`src/design/rtpseg_pkg.sv`:
```
// Shared types and constants of the RTP frame packet segmenter.
`timescale 1ns / 1ps

package rtpseg_pkg;

    // Configuration register indexes.
    localparam logic [2:0] CFG_PAYLOAD_TYPE    = 3'd0;
    localparam logic [2:0] CFG_SOURCE_ID       = 3'd1;
    localparam logic [2:0] CFG_FIRST_PAYLOAD   = 3'd2;
    localparam logic [2:0] CFG_MAX_PAYLOAD     = 3'd3;
    localparam logic [2:0] CFG_DESCRIPTOR_LEN  = 3'd4;
    localparam logic [2:0] CFG_TIMESTAMP_STEP  = 3'd5;
    localparam logic [2:0] CFG_TIMESTAMP_START = 3'd6;

    // Register reset values.
    localparam logic [6:0]  RST_PAYLOAD_TYPE    = 7'd96;
    localparam logic [12:0] RST_FIRST_PAYLOAD   = 13'd256;
    localparam logic [10:0] RST_MAX_PAYLOAD     = 11'd1400;
    localparam logic [6:0]  RST_DESCRIPTOR_LEN  = 7'd0;
    localparam logic [31:0] RST_TIMESTAMP_STEP  = 32'd3000;
    localparam logic [31:0] RST_TIMESTAMP_START = 32'd0;

    // Limits applied to the registers when they are used.
    localparam logic [12:0] FIRST_PAYLOAD_MIN = 13'd1;
    localparam logic [12:0] FIRST_PAYLOAD_MAX = 13'd4096;
    localparam logic [10:0] MAX_PAYLOAD_MIN   = 11'd1000;
    localparam logic [10:0] MAX_PAYLOAD_MAX   = 11'd1472;
    localparam logic [6:0]  DESCRIPTOR_MAX    = 7'd64;
    localparam logic [6:0]  RTP_HEADER_BYTES  = 7'd12;

    localparam int MAX_FRAME_BYTES_DEF = 60000;

    typedef enum logic [1:0] {
        ST_IDLE,
        ST_BUILD,
        ST_SEND
    } state_t;

    typedef struct packed {
        logic load;    // capture a frame descriptor and advance the timestamp
        logic build;   // form the next packet descriptor in the output register
    } dp_cmd_t;

    typedef struct packed {
        logic pkt_last;  // the held descriptor is the last of its frame
    } dp_status_t;

endpackage

```
`src/design/rtpseg_ctrl.sv`:
```
// Controller state machine of the RTP frame packet segmenter.
`timescale 1ns / 1ps

module rtpseg_ctrl
    import rtpseg_pkg::*;
(
    input  logic       aclk,
    input  logic       aresetn,
    input  logic       s_tvalid,
    output logic       s_tready,
    output logic       m_tvalid,
    input  logic       m_tready,
    input  dp_status_t status,
    output dp_cmd_t    cmd
);

    state_t state_reg;
    state_t state_next;

    always_ff @(posedge aclk) begin
        if (!aresetn) begin
            state_reg <= ST_IDLE;
        end else begin
            state_reg <= state_next;
        end
    end

    always_comb begin
        state_next = state_reg;
        case (state_reg)
            ST_IDLE: begin
                if (s_tvalid) begin
                    state_next = ST_BUILD;
                end
            end
            ST_BUILD: begin
                state_next = ST_SEND;
            end
            ST_SEND: begin
                if (m_tready && status.pkt_last) begin
                    state_next = ST_IDLE;
                end
            end
            default: begin
                state_next = ST_IDLE;
            end
        endcase
    end

    always_comb begin
        s_tready  = 1'b0;
        m_tvalid  = 1'b0;
        cmd.load  = 1'b0;
        cmd.build = 1'b0;
        case (state_reg)
            ST_IDLE: begin
                s_tready = 1'b1;
                cmd.load = s_tvalid;
            end
            ST_BUILD: begin
                cmd.build = 1'b1;
            end
            ST_SEND: begin
                m_tvalid = 1'b1;
                // The next descriptor replaces the one taken in the same cycle.
                cmd.build = m_tready && !status.pkt_last;
            end
            default: begin
                s_tready = 1'b0;
            end
        endcase
    end

`ifndef SYNTHESIS
    a_one_side: assert property (@(posedge aclk) disable iff (!aresetn)
        !(s_tready && m_tvalid))
        else $error("input and output sides active together");

    a_accept_builds: assert property (@(posedge aclk) disable iff (!aresetn)
        (s_tvalid && s_tready) |=> (state_reg == ST_BUILD))
        else $error("accepted frame did not start building");

    a_build_sends: assert property (@(posedge aclk) disable iff (!aresetn)
        (state_reg == ST_BUILD) |=> m_tvalid)
        else $error("built descriptor was not offered");

    a_last_idles: assert property (@(posedge aclk) disable iff (!aresetn)
        (m_tvalid && m_tready && status.pkt_last) |=> s_tready)
        else $error("frame end did not return to idle");
`endif

endmodule

```
`src/design/rtpseg_dp.sv`:
```
// Datapath of the RTP frame packet segmenter: registers, segment arithmetic, descriptors.
`timescale 1ns / 1ps

module rtpseg_dp
    import rtpseg_pkg::*;
#(
    parameter int MAX_FRAME_BYTES = MAX_FRAME_BYTES_DEF
) (
    input  logic        aclk,
    input  logic        aresetn,
    input  logic        cfg_wr_en,
    input  logic [2:0]  cfg_index,
    input  logic [31:0] cfg_wdata,
    input  logic [15:0] s_tdata,
    input  logic        s_tuser,
    input  dp_cmd_t     cmd,
    output dp_status_t  status,
    output logic [95:0] m_tdata,
    output logic        m_tlast,
    output logic [8:0]  m_tuser
);

    localparam logic [15:0] MaxFrame = 16'(MAX_FRAME_BYTES);

    logic [6:0]  payload_type_reg;
    logic [12:0] first_payload_reg;
    logic [10:0] max_payload_reg;
    logic [6:0]  descriptor_len_reg;
    logic [31:0] ts_step_reg;
    logic [31:0] ts_reg;
    logic [31:0] ts_next;
    logic [15:0] seq_reg;

    logic [15:0] left_reg;
    logic [15:0] offset_reg;
    logic        first_reg;
    logic        key_reg;

    logic [15:0] out_offset_reg;
    logic [12:0] out_len_reg;
    logic [12:0] out_pkt_len_reg;
    logic [15:0] out_seq_reg;
    logic [31:0] out_ts_reg;
    logic        out_first_reg;
    logic        out_last_reg;
    logic        out_key_reg;
    logic [6:0]  out_type_reg;

    logic [12:0] first_len;
    logic [10:0] max_len;
    logic [6:0]  hdr_len;
    logic [15:0] seg_limit;
    logic        seg_last;
    logic [12:0] seg_len;
    logic [15:0] frame_size;

    // Registers are used clamped into their legal ranges.
    always_comb begin
        if (first_payload_reg < FIRST_PAYLOAD_MIN) begin
            first_len = FIRST_PAYLOAD_MIN;
        end else if (first_payload_reg > FIRST_PAYLOAD_MAX) begin
            first_len = FIRST_PAYLOAD_MAX;
        end else begin
            first_len = first_payload_reg;
        end
        if (max_payload_reg < MAX_PAYLOAD_MIN) begin
            max_len = MAX_PAYLOAD_MIN;
        end else if (max_payload_reg > MAX_PAYLOAD_MAX) begin
            max_len = MAX_PAYLOAD_MAX;
        end else begin
            max_len = max_payload_reg;
        end
        if (descriptor_len_reg > DESCRIPTOR_MAX) begin
            hdr_len = RTP_HEADER_BYTES + DESCRIPTOR_MAX;
        end else begin
            hdr_len = RTP_HEADER_BYTES + descriptor_len_reg;
        end
    end

    assign frame_size = (s_tdata > MaxFrame) ? MaxFrame : s_tdata;

    // The first packet is limited by the first payload length, later ones by the maximum.
    assign seg_limit = first_reg ? {3'b000, first_len} : {5'b00000, max_len};
    assign seg_last  = (left_reg <= seg_limit);
    assign seg_len   = seg_last ? left_reg[12:0] : seg_limit[12:0];

    always_comb begin
        ts_next = ts_reg;
        if (cfg_wr_en && cfg_index == CFG_TIMESTAMP_START) begin
            ts_next = cfg_wdata;
        end else if (cmd.load) begin
            ts_next = ts_reg + ts_step_reg;
        end
    end

    always_ff @(posedge aclk) begin
        if (!aresetn) begin
            payload_type_reg   <= RST_PAYLOAD_TYPE;
            first_payload_reg  <= RST_FIRST_PAYLOAD;
            max_payload_reg    <= RST_MAX_PAYLOAD;
            descriptor_len_reg <= RST_DESCRIPTOR_LEN;
            ts_step_reg        <= RST_TIMESTAMP_STEP;
            ts_reg             <= RST_TIMESTAMP_START;
            seq_reg            <= '0;
        end else begin
            ts_reg <= ts_next;
            if (cmd.build) begin
                seq_reg <= seq_reg + 16'd1;
            end
            if (cfg_wr_en) begin
                case (cfg_index)
                    CFG_PAYLOAD_TYPE:   payload_type_reg   <= cfg_wdata[6:0];
                    // The source identifier is not reported in the descriptors.
                    CFG_SOURCE_ID:      ;
                    CFG_FIRST_PAYLOAD:  first_payload_reg  <= cfg_wdata[12:0];
                    CFG_MAX_PAYLOAD:    max_payload_reg    <= cfg_wdata[10:0];
                    CFG_DESCRIPTOR_LEN: descriptor_len_reg <= cfg_wdata[6:0];
                    CFG_TIMESTAMP_STEP: ts_step_reg        <= cfg_wdata;
                    default:            ;
                endcase
            end
        end
    end

    always_ff @(posedge aclk) begin
        if (cmd.load) begin
            left_reg   <= frame_size;
            offset_reg <= '0;
            first_reg  <= 1'b1;
            key_reg    <= s_tuser;
        end else if (cmd.build) begin
            left_reg   <= left_reg - {3'b000, seg_len};
            offset_reg <= offset_reg + {3'b000, seg_len};
            first_reg  <= 1'b0;
        end
    end

    always_ff @(posedge aclk) begin
        if (cmd.build) begin
            out_offset_reg  <= offset_reg;
            out_len_reg     <= seg_len;
            out_pkt_len_reg <= seg_len + {6'b000000, hdr_len};
            out_seq_reg     <= seq_reg;
            out_ts_reg      <= ts_reg;
            out_first_reg   <= first_reg;
            out_last_reg    <= seg_last;
            out_key_reg     <= key_reg;
            out_type_reg    <= payload_type_reg;
        end
    end

    assign status.pkt_last = out_last_reg;

    assign m_tdata = {6'b000000, out_ts_reg, out_seq_reg, out_pkt_len_reg,
                      out_len_reg, out_offset_reg};
    assign m_tlast = out_last_reg;
    assign m_tuser = {out_type_reg, out_key_reg, out_first_reg};

endmodule

```
`src/design/rtp_frame_packet_segmenter_core.sv`:
```
// Top level of the RTP frame packet segmenter: frame descriptors in, packet descriptors out.
//
//   Channel | Direction | tdata (low bit up)                  | tuser / tlast
//   s_      | in        | frame_size[15:0]                    | tuser: key_frame
//   m_      | out       | offset, length, packet length,      | tuser: frame_start,
//           |           | sequence, timestamp (90 of 96 bits) | key_flag, header_type; tlast: marker
//   cfg_    | in        | index 0..6, data up to 32 bits      | write on cfg_wr_en
//
// A frame is taken in the idle state, its first descriptor is formed in the build state,
// and then the block gives one packet descriptor per cycle while m_tready is high, for N
// packets, N from 1 to 61. s_tready is high only between frames. Reset is synchronous and
// active low; no clearing pass. A stalled m_tready holds the current descriptor and the
// frame in progress.
`timescale 1ns / 1ps

module rtp_frame_packet_segmenter_core
    import rtpseg_pkg::*;
#(
    parameter int MAX_FRAME_BYTES = MAX_FRAME_BYTES_DEF
) (
    input  logic        aclk,
    input  logic        aresetn,
    input  logic        cfg_wr_en,
    input  logic [2:0]  cfg_index,
    input  logic [31:0] cfg_wdata,
    input  logic        s_tvalid,
    output logic        s_tready,
    input  logic [15:0] s_tdata,   // frame_size
    input  logic        s_tuser,   // key_frame
    output logic        m_tvalid,
    input  logic        m_tready,
    // payload_offset, payload_length, packet_length, sequence_number, rtp_timestamp, zero fill
    output logic [95:0] m_tdata,
    output logic        m_tlast,
    output logic [8:0]  m_tuser    // frame_start, key_flag, header_type
);

    dp_cmd_t    cmd;
    dp_status_t status;

    rtpseg_ctrl u_ctrl (
        .aclk     (aclk),
        .aresetn  (aresetn),
        .s_tvalid (s_tvalid),
        .s_tready (s_tready),
        .m_tvalid (m_tvalid),
        .m_tready (m_tready),
        .status   (status),
        .cmd      (cmd)
    );

    rtpseg_dp #(
        .MAX_FRAME_BYTES (MAX_FRAME_BYTES)
    ) u_dp (
        .aclk      (aclk),
        .aresetn   (aresetn),
        .cfg_wr_en (cfg_wr_en),
        .cfg_index (cfg_index),
        .cfg_wdata (cfg_wdata),
        .s_tdata   (s_tdata),
        .s_tuser   (s_tuser),
        .cmd       (cmd),
        .status    (status),
        .m_tdata   (m_tdata),
        .m_tlast   (m_tlast),
        .m_tuser   (m_tuser)
    );

endmodule
```
`config.mk`:
```
export PLATFORM = sky130hd
export DESIGN_NAME = rtp_frame_packet_segmenter_core
export DESIGN_NICKNAME = d
export VERILOG_FILES = /design/src/design/rtpseg_pkg.sv /design/src/design/rtpseg_ctrl.sv /design/src/design/rtpseg_dp.sv /design/src/design/rtp_frame_packet_segmenter_core.sv
export SDC_FILE = /design/constraint.sdc
export NUM_CORES = 1
export LEC_CHECK = 0
export BUFFER_PORTS_ARGS = -buffer_cell sky130_fd_sc_hd__buf_2
export CORE_MARGIN = 5
export CORE_UTILIZATION = 30
export DETAILED_ROUTE_END_ITERATION = 10
export PLACE_DENSITY = 0.45
export SYNTH_ARGS = -nofsm -noshare
export SYNTH_HDL_FRONTEND = slang
export SYNTH_SLANG_ARGS = --single-unit
```
`constraint.sdc`:
```
create_clock -name aclk -period 8.2 [get_ports aclk]
set_clock_uncertainty 0.1 [all_clocks]
set_input_delay 0.41 -clock aclk [delete_from_list [all_inputs] [get_ports aclk]]
set_output_delay 0.41 -clock aclk [all_outputs]
set_load 0.01 [all_outputs]
```
==> key figures, run 1 <==
Clock network
  • Clock slew at reported path FFs: 0.06 ns
  • Max clock buf depth: 3
  • Worst skew pair latency: 0.56 ns
  • H-tree depth: 1
  • CTS sink cnt: 254
  • Post-CTS Setup Inserts: 0
  • Clk root buf: clkbuf_16
  • TritonCTS clock tree: done
  • Num CTS Buffers: 30

Critical path
  • Crit-path max cell delay: 0.57 ns
  • CP Cell Sequence: nor4_1 -> nand3_1 -> a21boi_0 -> nand2_1 -> ha_1 -> nand3_1 -> nor4_1 -> a21bo_2 -> a21oi_2 -> inv_2 -> o21ai_0 -> inv_1 -> ha_1 -> o21ai_1 -> a21oi_1 -> o21ai_0 -> a21boi_0 -> o211a_1 -> o31ai_1 -> xor2_1 -> o21ai_1
  • Startpoint Class: flip-flop
  • Critical path buffers and inverters: 2
  • Max FO, Critical Path: 18
  • Setup Crit Path Kind: reg2reg
  • Worst path top cell family by delay: compound AO/OA/AOI/OAI gates
  • Critical Path AT: between 6 and 7 ns
  • Critical Path RT: approximately 8.4 ns
  • CP max-delay cell: o21ai_0
  • CP Capture Type: flip-flop

Route
  • Total routed wirelength: 36800 um
  • DRT Pass-1 Iters: 5
  • Wirelength per Cell: 17.1 um
  • Vias/cell: around 4.8
  • Drt drc: 0
  • DR iter-0 viols: 738
  • ANT nets after route: 0
  • Vias: approximately 10k

Final layout
  • Post-Layout Cell Count: 2152
  • Final core utilization: 0.362
  • Fillers: 4400
  • Antenna diode count: 0
  • Area grow syn2layout: 20.1%
  • Nets: 1685
  • Fraction of layout instances using a drive strength above 1: 0.154

Global routing
  • Largest net degree at the start of global routing: 81
  • First-pass GRT wire length: 57700 um
  • All-Layer GR Usage: 0.151
  • Initial antenna violation count: 0
  • Grt total ovfl: 0
  • Vias in the first global route: 10.2k

Yosys
  • Yosys warning count: 0
  • Area share of xor/xnor cells in the synthesized design: 0.0488
  • Post-synth EDFFs: 117
  • Synth Area in Simple Gates: 0.172
  • Synth Instances: 1375
  • Cell Area, Synth: 12900 um2
  • Cell variety after synth: 77
  • Main combinational cell family by area after synthesis: simple AND/OR/NAND/NOR gates
  • Async set-reset flop share out of synthesis: 0
  • Post-synthesis register bit count: 254
  • Post-synthesis mux area share: 0.00784
  • Seq/Total Area, Yosys: 0.484
  • Post-synthesis adder-cell area fraction: 0.0862
  • Ys flop type: dfxtp_1
  • Complex-gate fraction of the synthesized area: 0.165
  • Avg Synthesized Cell Area: 9.40 um2

Timing
  • Slew HR: 0.322
  • Endpoints failing setup: 0
  • Fin crit share: 0.768
  • Final setup TNS: 0 ns
  • Peak Freq: approximately 0.16 GHz
  • Hold Fails Final Rpt: 0
  • RSZ-0062 raised after global routing: false
  • Worst-Margin Slew: 1.02 ns
  • Final Critical Period: roughly 6.3 ns
  • Slew Viols, Final: 0

Die
  • Top Ports: 165
  • Rows: 76
  • Initial Util: 0.301
  • Die Width: 218 um
  • Core Box Area: 42900 um2
  • Die height: around 220 um
  • Total die area: 47300 um2

Power and ir drop
  • Sequential share of power: 0.409
  • Internal: 0.00260 W
  • Switch Pwr: 0.00114 W
  • Worst VDD drop: 0.000153 V
  • Pleak: a little over 6 nW
  • Comb power frac: 0.230
  • Switching share of total power: 0.305
  • Clock power frac: 0.361
  • Pwr Density: 241 nW/um2

Status
  • Status: completed

Placed design
  • Buffers on Ports: 158
  • Placed Cells: 2076
  • Placer congestion estimate: between 0.8 and 0.9
  • Final HPWL DP: about 26000 um

Worst hold path
  • Hold Path Class: in2reg

Run
  • Max-Cap Viols: 0
==> cell usage after synthesis (all sizes together), types with 4 or more instances <==
cell type	count	area, um2
nand2	240	901
a21oi	149	749
dfxtp	137	2740
edfxtp	117	3510
nor2	97	364
ha	81	1010
o21ai	62	310
inv	57	214
clkbuf	45	169
xnor2	43	377
nand3	41	205
xor2	29	254
a21o	21	158
nor3	18	90.1
nand4	14	87.6
o211ai	14	105
buf	13	80.1
nand2b	13	81.3
nor2b	13	81.3
and3	12	80.1
a31oi	11	68.8
a311oi	10	87.6
nor4	10	68.8
mux2i	9	90.1
o21a	9	67.6
or3	9	56.3
o21bai	8	60.1
a211oi	7	52.6
or2	7	43.8
and2	6	37.5
a211o	5	43.8
a21boi	5	48.8
o31ai	5	37.5
fa	4	80.1
o22ai	4	25.0
or4	4	30.0
==> cells by family (layout without fill, tap and decap cells) <==
logic type | count (synthesis) | in the layout
adders and majority gates | 87 | 87
buffers and inverters | 115 | 302
DFF | 254 | 254
and+or+nand+nor | 495 | 495
xor gates and xnor gates | 72 | 72
other | 1 | 6
muxes | 10 | 10
AOI/OAI and AO/OA | 341 | 341
==> cells in the final DEF (no fill, tap or decap), drive strengths merged, types with 6 or more instances in the layout <==
master / netlist / routed
nand2: 240 / 240
buf: 13 / 169
a21oi: 149 / 149
dfxtp: 137 / 137
edfxtp: 117 / 117
nor2: 97 / 97
ha: 81 / 81
o21ai: 62 / 62
inv: 57 / 59
xnor2: 43 / 43
nand3: 41 / 41
clkbuf: 45 / 38
xor2: 29 / 29
a21o: 21 / 21
dlygate4sd3: 0 / 20
nor3: 18 / 18
o211ai: 14 / 14
nand4: 14 / 14
nor2b: 13 / 13
nand2b: 13 / 13
clkinv: 0 / 13
and3: 12 / 12
a31oi: 11 / 11
a311oi: 10 / 10
nor4: 10 / 10
mux2i: 9 / 9
or3: 9 / 9
o21a: 9 / 9
o21bai: 8 / 8
a211oi: 7 / 7
or2: 7 / 7
conb: 1 / 6
and2: 6 / 6
==> per-layer routing <==
| metal | track usage | wire (um) | vias up |
|---|---|---|---|
| met3 | 0.0233 | 1690 | 36 |
| met1 | 0.206 | 17100 | 4940 |
| met4 | 0.0291 | 432 | 0 |
| met5 | 0 | 0 | - |
| li1 | - | - | 5238 |
| met2 | 0.256 | 17600 | 197 |
==> metrics by stage <==
stage | total power (W) | cell area, um2 | hold slack (ns) | setup slack (ns)
after floorplan | 0.00217 | 12900 | 0.300 | 2.99
after global placement | 0.00241 | 14300 | 0.304 | 1.99
after detailed placement | 0.00241 | 14300 | 0.308 | 1.83
after CTS | 0.00380 | 15500 | 0.0184 | 1.78
after global routing | 0.00396 | 15500 | 0.0572 | 1.26
final | 0.00375 | 15500 | 0.0565 | 1.90
==> what timing repair did <==
action / CTS / global route
gates resized for setup: 0 / 0
hold buffers: 20 / 0
endpoints found under the hold margin: 26 / 0
setup endpoints to repair: 0 / 0
==> power by group through the flow <==
stage / Clock (W) / Sequential, W / Combinational (W)
2_1_floorplan: 0 / 0.00154 / 0.000625
3_3_place_gp: 0 / 0.00156 / 0.000853
3_5_place_dp: 0 / 0.00156 / 0.000856
4_1_cts: 0.00140 / 0.00153 / 0.000870
5_1_grt: 0.00145 / 0.00154 / 0.000967
6_report: 0.00135 / 0.00153 / 0.000863
==> worst paths after layout <==
| kind | from | to | slack (ns) | cells after the start |
|---|---|---|---|---|
| hold / removal | cfg_wdata[12] | u_dp.ts_step_reg[12] | 0.06 | 3 |
| hold reg to reg | u_dp.key_reg | u_dp.out_key_reg | 0.32 | 0 |
| setup / recovery | u_dp.first_payload_reg[7] | u_dp.left_reg[12] | 1.90 | 21 |
| setup reg to reg | u_dp.first_payload_reg[7] | u_dp.left_reg[12] | 1.90 | 21 |
==> worst min-delay path, cell delays in order <==
cell,delay (ns)
buf_2,0.14
nand2_1,0.06
a21oi_1,0.05
==> final cells by class <==
cell class | instances | area, um2 | share of cell area
clock buffer | 38 | 822 | 0.0530
clock inverter | 18 | 184 | 0.0119
inverter | 57 | 216 | 0.0139
multi-input combinational | 1011 | 6230 | 0.402
sequential | 254 | 6260 | 0.403
tap | 585 | 732 | 0.0472
timing repair buffer | 189 | 1070 | 0.0692
No activity file was read; power rests on OpenSTA's default activity.
==> run 2, diff against run 1 <==
PLACE_DENSITY = 0.47   (was 0.45)
clock period = 5.25 ns   (was 8.2 ns; I/O delays follow)
==> key figures, run 2 (synthesized netlist as in run 1, its figures left out) <==
Status
  • Status: completed

Clock network
  • Worst skew pair latency: 0.56 ns
  • CTS sink cnt: 254
  • TritonCTS clock tree: done
  • H-tree depth: 1
  • Num CTS Buffers: 30
  • Clk root buf: clkbuf_16
  • Clock slew at reported path FFs: approximately 0.06 ns
  • Max clock buf depth: 3

Die
  • Die Width: 218 um
  • Die height: roughly 220 um
  • Rows: 76
  • Initial Util: 0.301
  • Total die area: 47300 um2
  • Top Ports: 165
  • Core Box Area: 42900 um2

Global routing
  • First-pass GRT wire length: between 50000 and 60000 um
  • Largest net degree at the start of global routing: 52
  • Grt total ovfl: 0
  • Vias in the first global route: between 10k and 15k
  • Initial antenna violation count: 0
  • All-Layer GR Usage: 0.152

Critical path
  • Setup Crit Path Kind: reg2reg
  • CP Capture Type: flip-flop
  • Max FO, Critical Path: 7
  • Startpoint Class: flip-flop
  • Critical Path RT: 5.56 ns
  • Critical Path AT: about 5.4 ns

Route
  • DRT Pass-1 Iters: 4
  • Wirelength per Cell: between 15 and 20 um
  • Vias: 10.7k
  • Total routed wirelength: 37400 um
  • Vias/cell: about 4.7
  • Drt drc: 0
  • ANT nets after route: 0
  • DR iter-0 viols: between 500 and 600

Final layout
  • Nets: 1788
  • Fraction of layout instances using a drive strength above 1: 0.209
  • Area grow syn2layout: 27.6%
  • Antenna diode count: 0
  • Most frequent cells in the layout: nand2_1 (238), buf_2 (158), a21oi_1 (142)
  • Most common cell after layout, fill and taps aside: nand2_1

Timing
  • Hold Fails Final Rpt: 0
  • Worst-Margin Slew: between 0.9 and 1 ns
  • Slew HR: 0.384
  • Setup ws final: 0.158 ns
  • Fin crit share: 0.970
  • Hold_ws: 0.0368 ns
  • Peak Freq: 0.196 GHz
  • Endpoints failing setup: 0
  • Slew Viols, Final: 0
  • Final Critical Period: just over 5 ns

Power and ir drop
  • Worst VDD drop: around 0.00023 V
  • Pleak: roughly 6.6 nW
  • Pwr Density: 363 nW/um2

Placed design
  • Placer congestion estimate: 0.850
  • Final HPWL DP: 26200 um
  • Buffers on Ports: 158
  • Worst slack, placed: -0.193 ns

Run
  • Max-Cap Viols: 0

Worst hold path
  • Hold Path Class: in2reg
run 2: layout make-up:
type	count	area, um2
fillers	4317	26400
multi-input cells	1011	6440
flip-flops and latches	254	6260
repair buffers	292	1920
clock buffers	36	795
well taps	585	732
inverters	57	216
clock inverters	20	130
run 2: worst max-delay path, cell delays in order (launching register included):
cell and delay [ns]:
dfxtp_1 0.32, nor4_2 0.32, nand3_1 0.16, a21boi_2 0.17
nand2_1 0.09, ha_1 0.30, nand3_1 0.14, nor4_4 0.32
a21bo_2 0.29, a21oi_4 0.19, buf_6 0.15, nor2_1 0.04
a21oi_1 0.16, inv_1 0.09, ha_4 0.22, buf_4 0.14
o21ai_2 0.14, a21oi_2 0.05, o31a_1 0.35, o211ai_1 0.28
o2111ai_2 0.16, a21oi_2 0.21, a21oi_2 0.09, or3_1 0.31
a31oi_1 0.17
run 2: repair_timing:
action | in CTS | in global routing
setup endpoints to repair | 12 | 20
resized for setup | 6 | 39
pin swaps | 0 | 19
hold buffers | 42 | 0
setup buffers | 0 | 10
hold endpoints to repair | 110 | 0
run 2: path summary, 6_finish.rpt:
path,from,to,slack (ns),cells after the start
max reg2reg,u_dp.first_payload_reg[1],u_dp.left_reg[15],0.16,24
max,u_dp.first_payload_reg[1],u_dp.left_reg[15],0.16,24
min,s_tvalid,u_ctrl.state_reg[0],0.04,4
min reg2reg,u_dp.key_reg,u_dp.out_key_reg,0.33,0
run 2: layer usage:
metal  up-vias  GRT usage  part of all wire
li1       5429          -                 -
met1      5048      0.197              0.46
met2       186      0.270              0.48
met3        44     0.0221             0.038
met4         0     0.0350             0.018
met5         -          0                 0
run 2: power by group:
| group | total [W] | switching, W | internal [W] | leakage (nW) |
|---|---|---|---|---|
| Combinational | 0.00164 | 0.000899 | 0.000739 | 4.00 |
| Sequential | 0.00239 | 0.000118 | 0.00227 | 2.18 |
| Clock | 0.00197 | 0.000845 | 0.00112 | 0.447 |
run 2: through the flow:
step / cells / total power [W] / area (um2) / util / TNS [ns]
6_report: 2255 / 0.00599 / 16500 / 0.384 / 0
5_1_grt: 2255 / 0.00636 / 16500 / 0.384 / -0.248
4_1_cts: 2245 / 0.00598 / 16200 / 0.379 / -0.000579
3_5_place_dp: 2147 / 0.00394 / 14900 / 0.347 / -0.908
3_3_place_gp: 2147 / 0.00393 / 14900 / 0.347 / -0.0469
2_1_floorplan: 1380 / 0.00339 / 12900 / - / 0
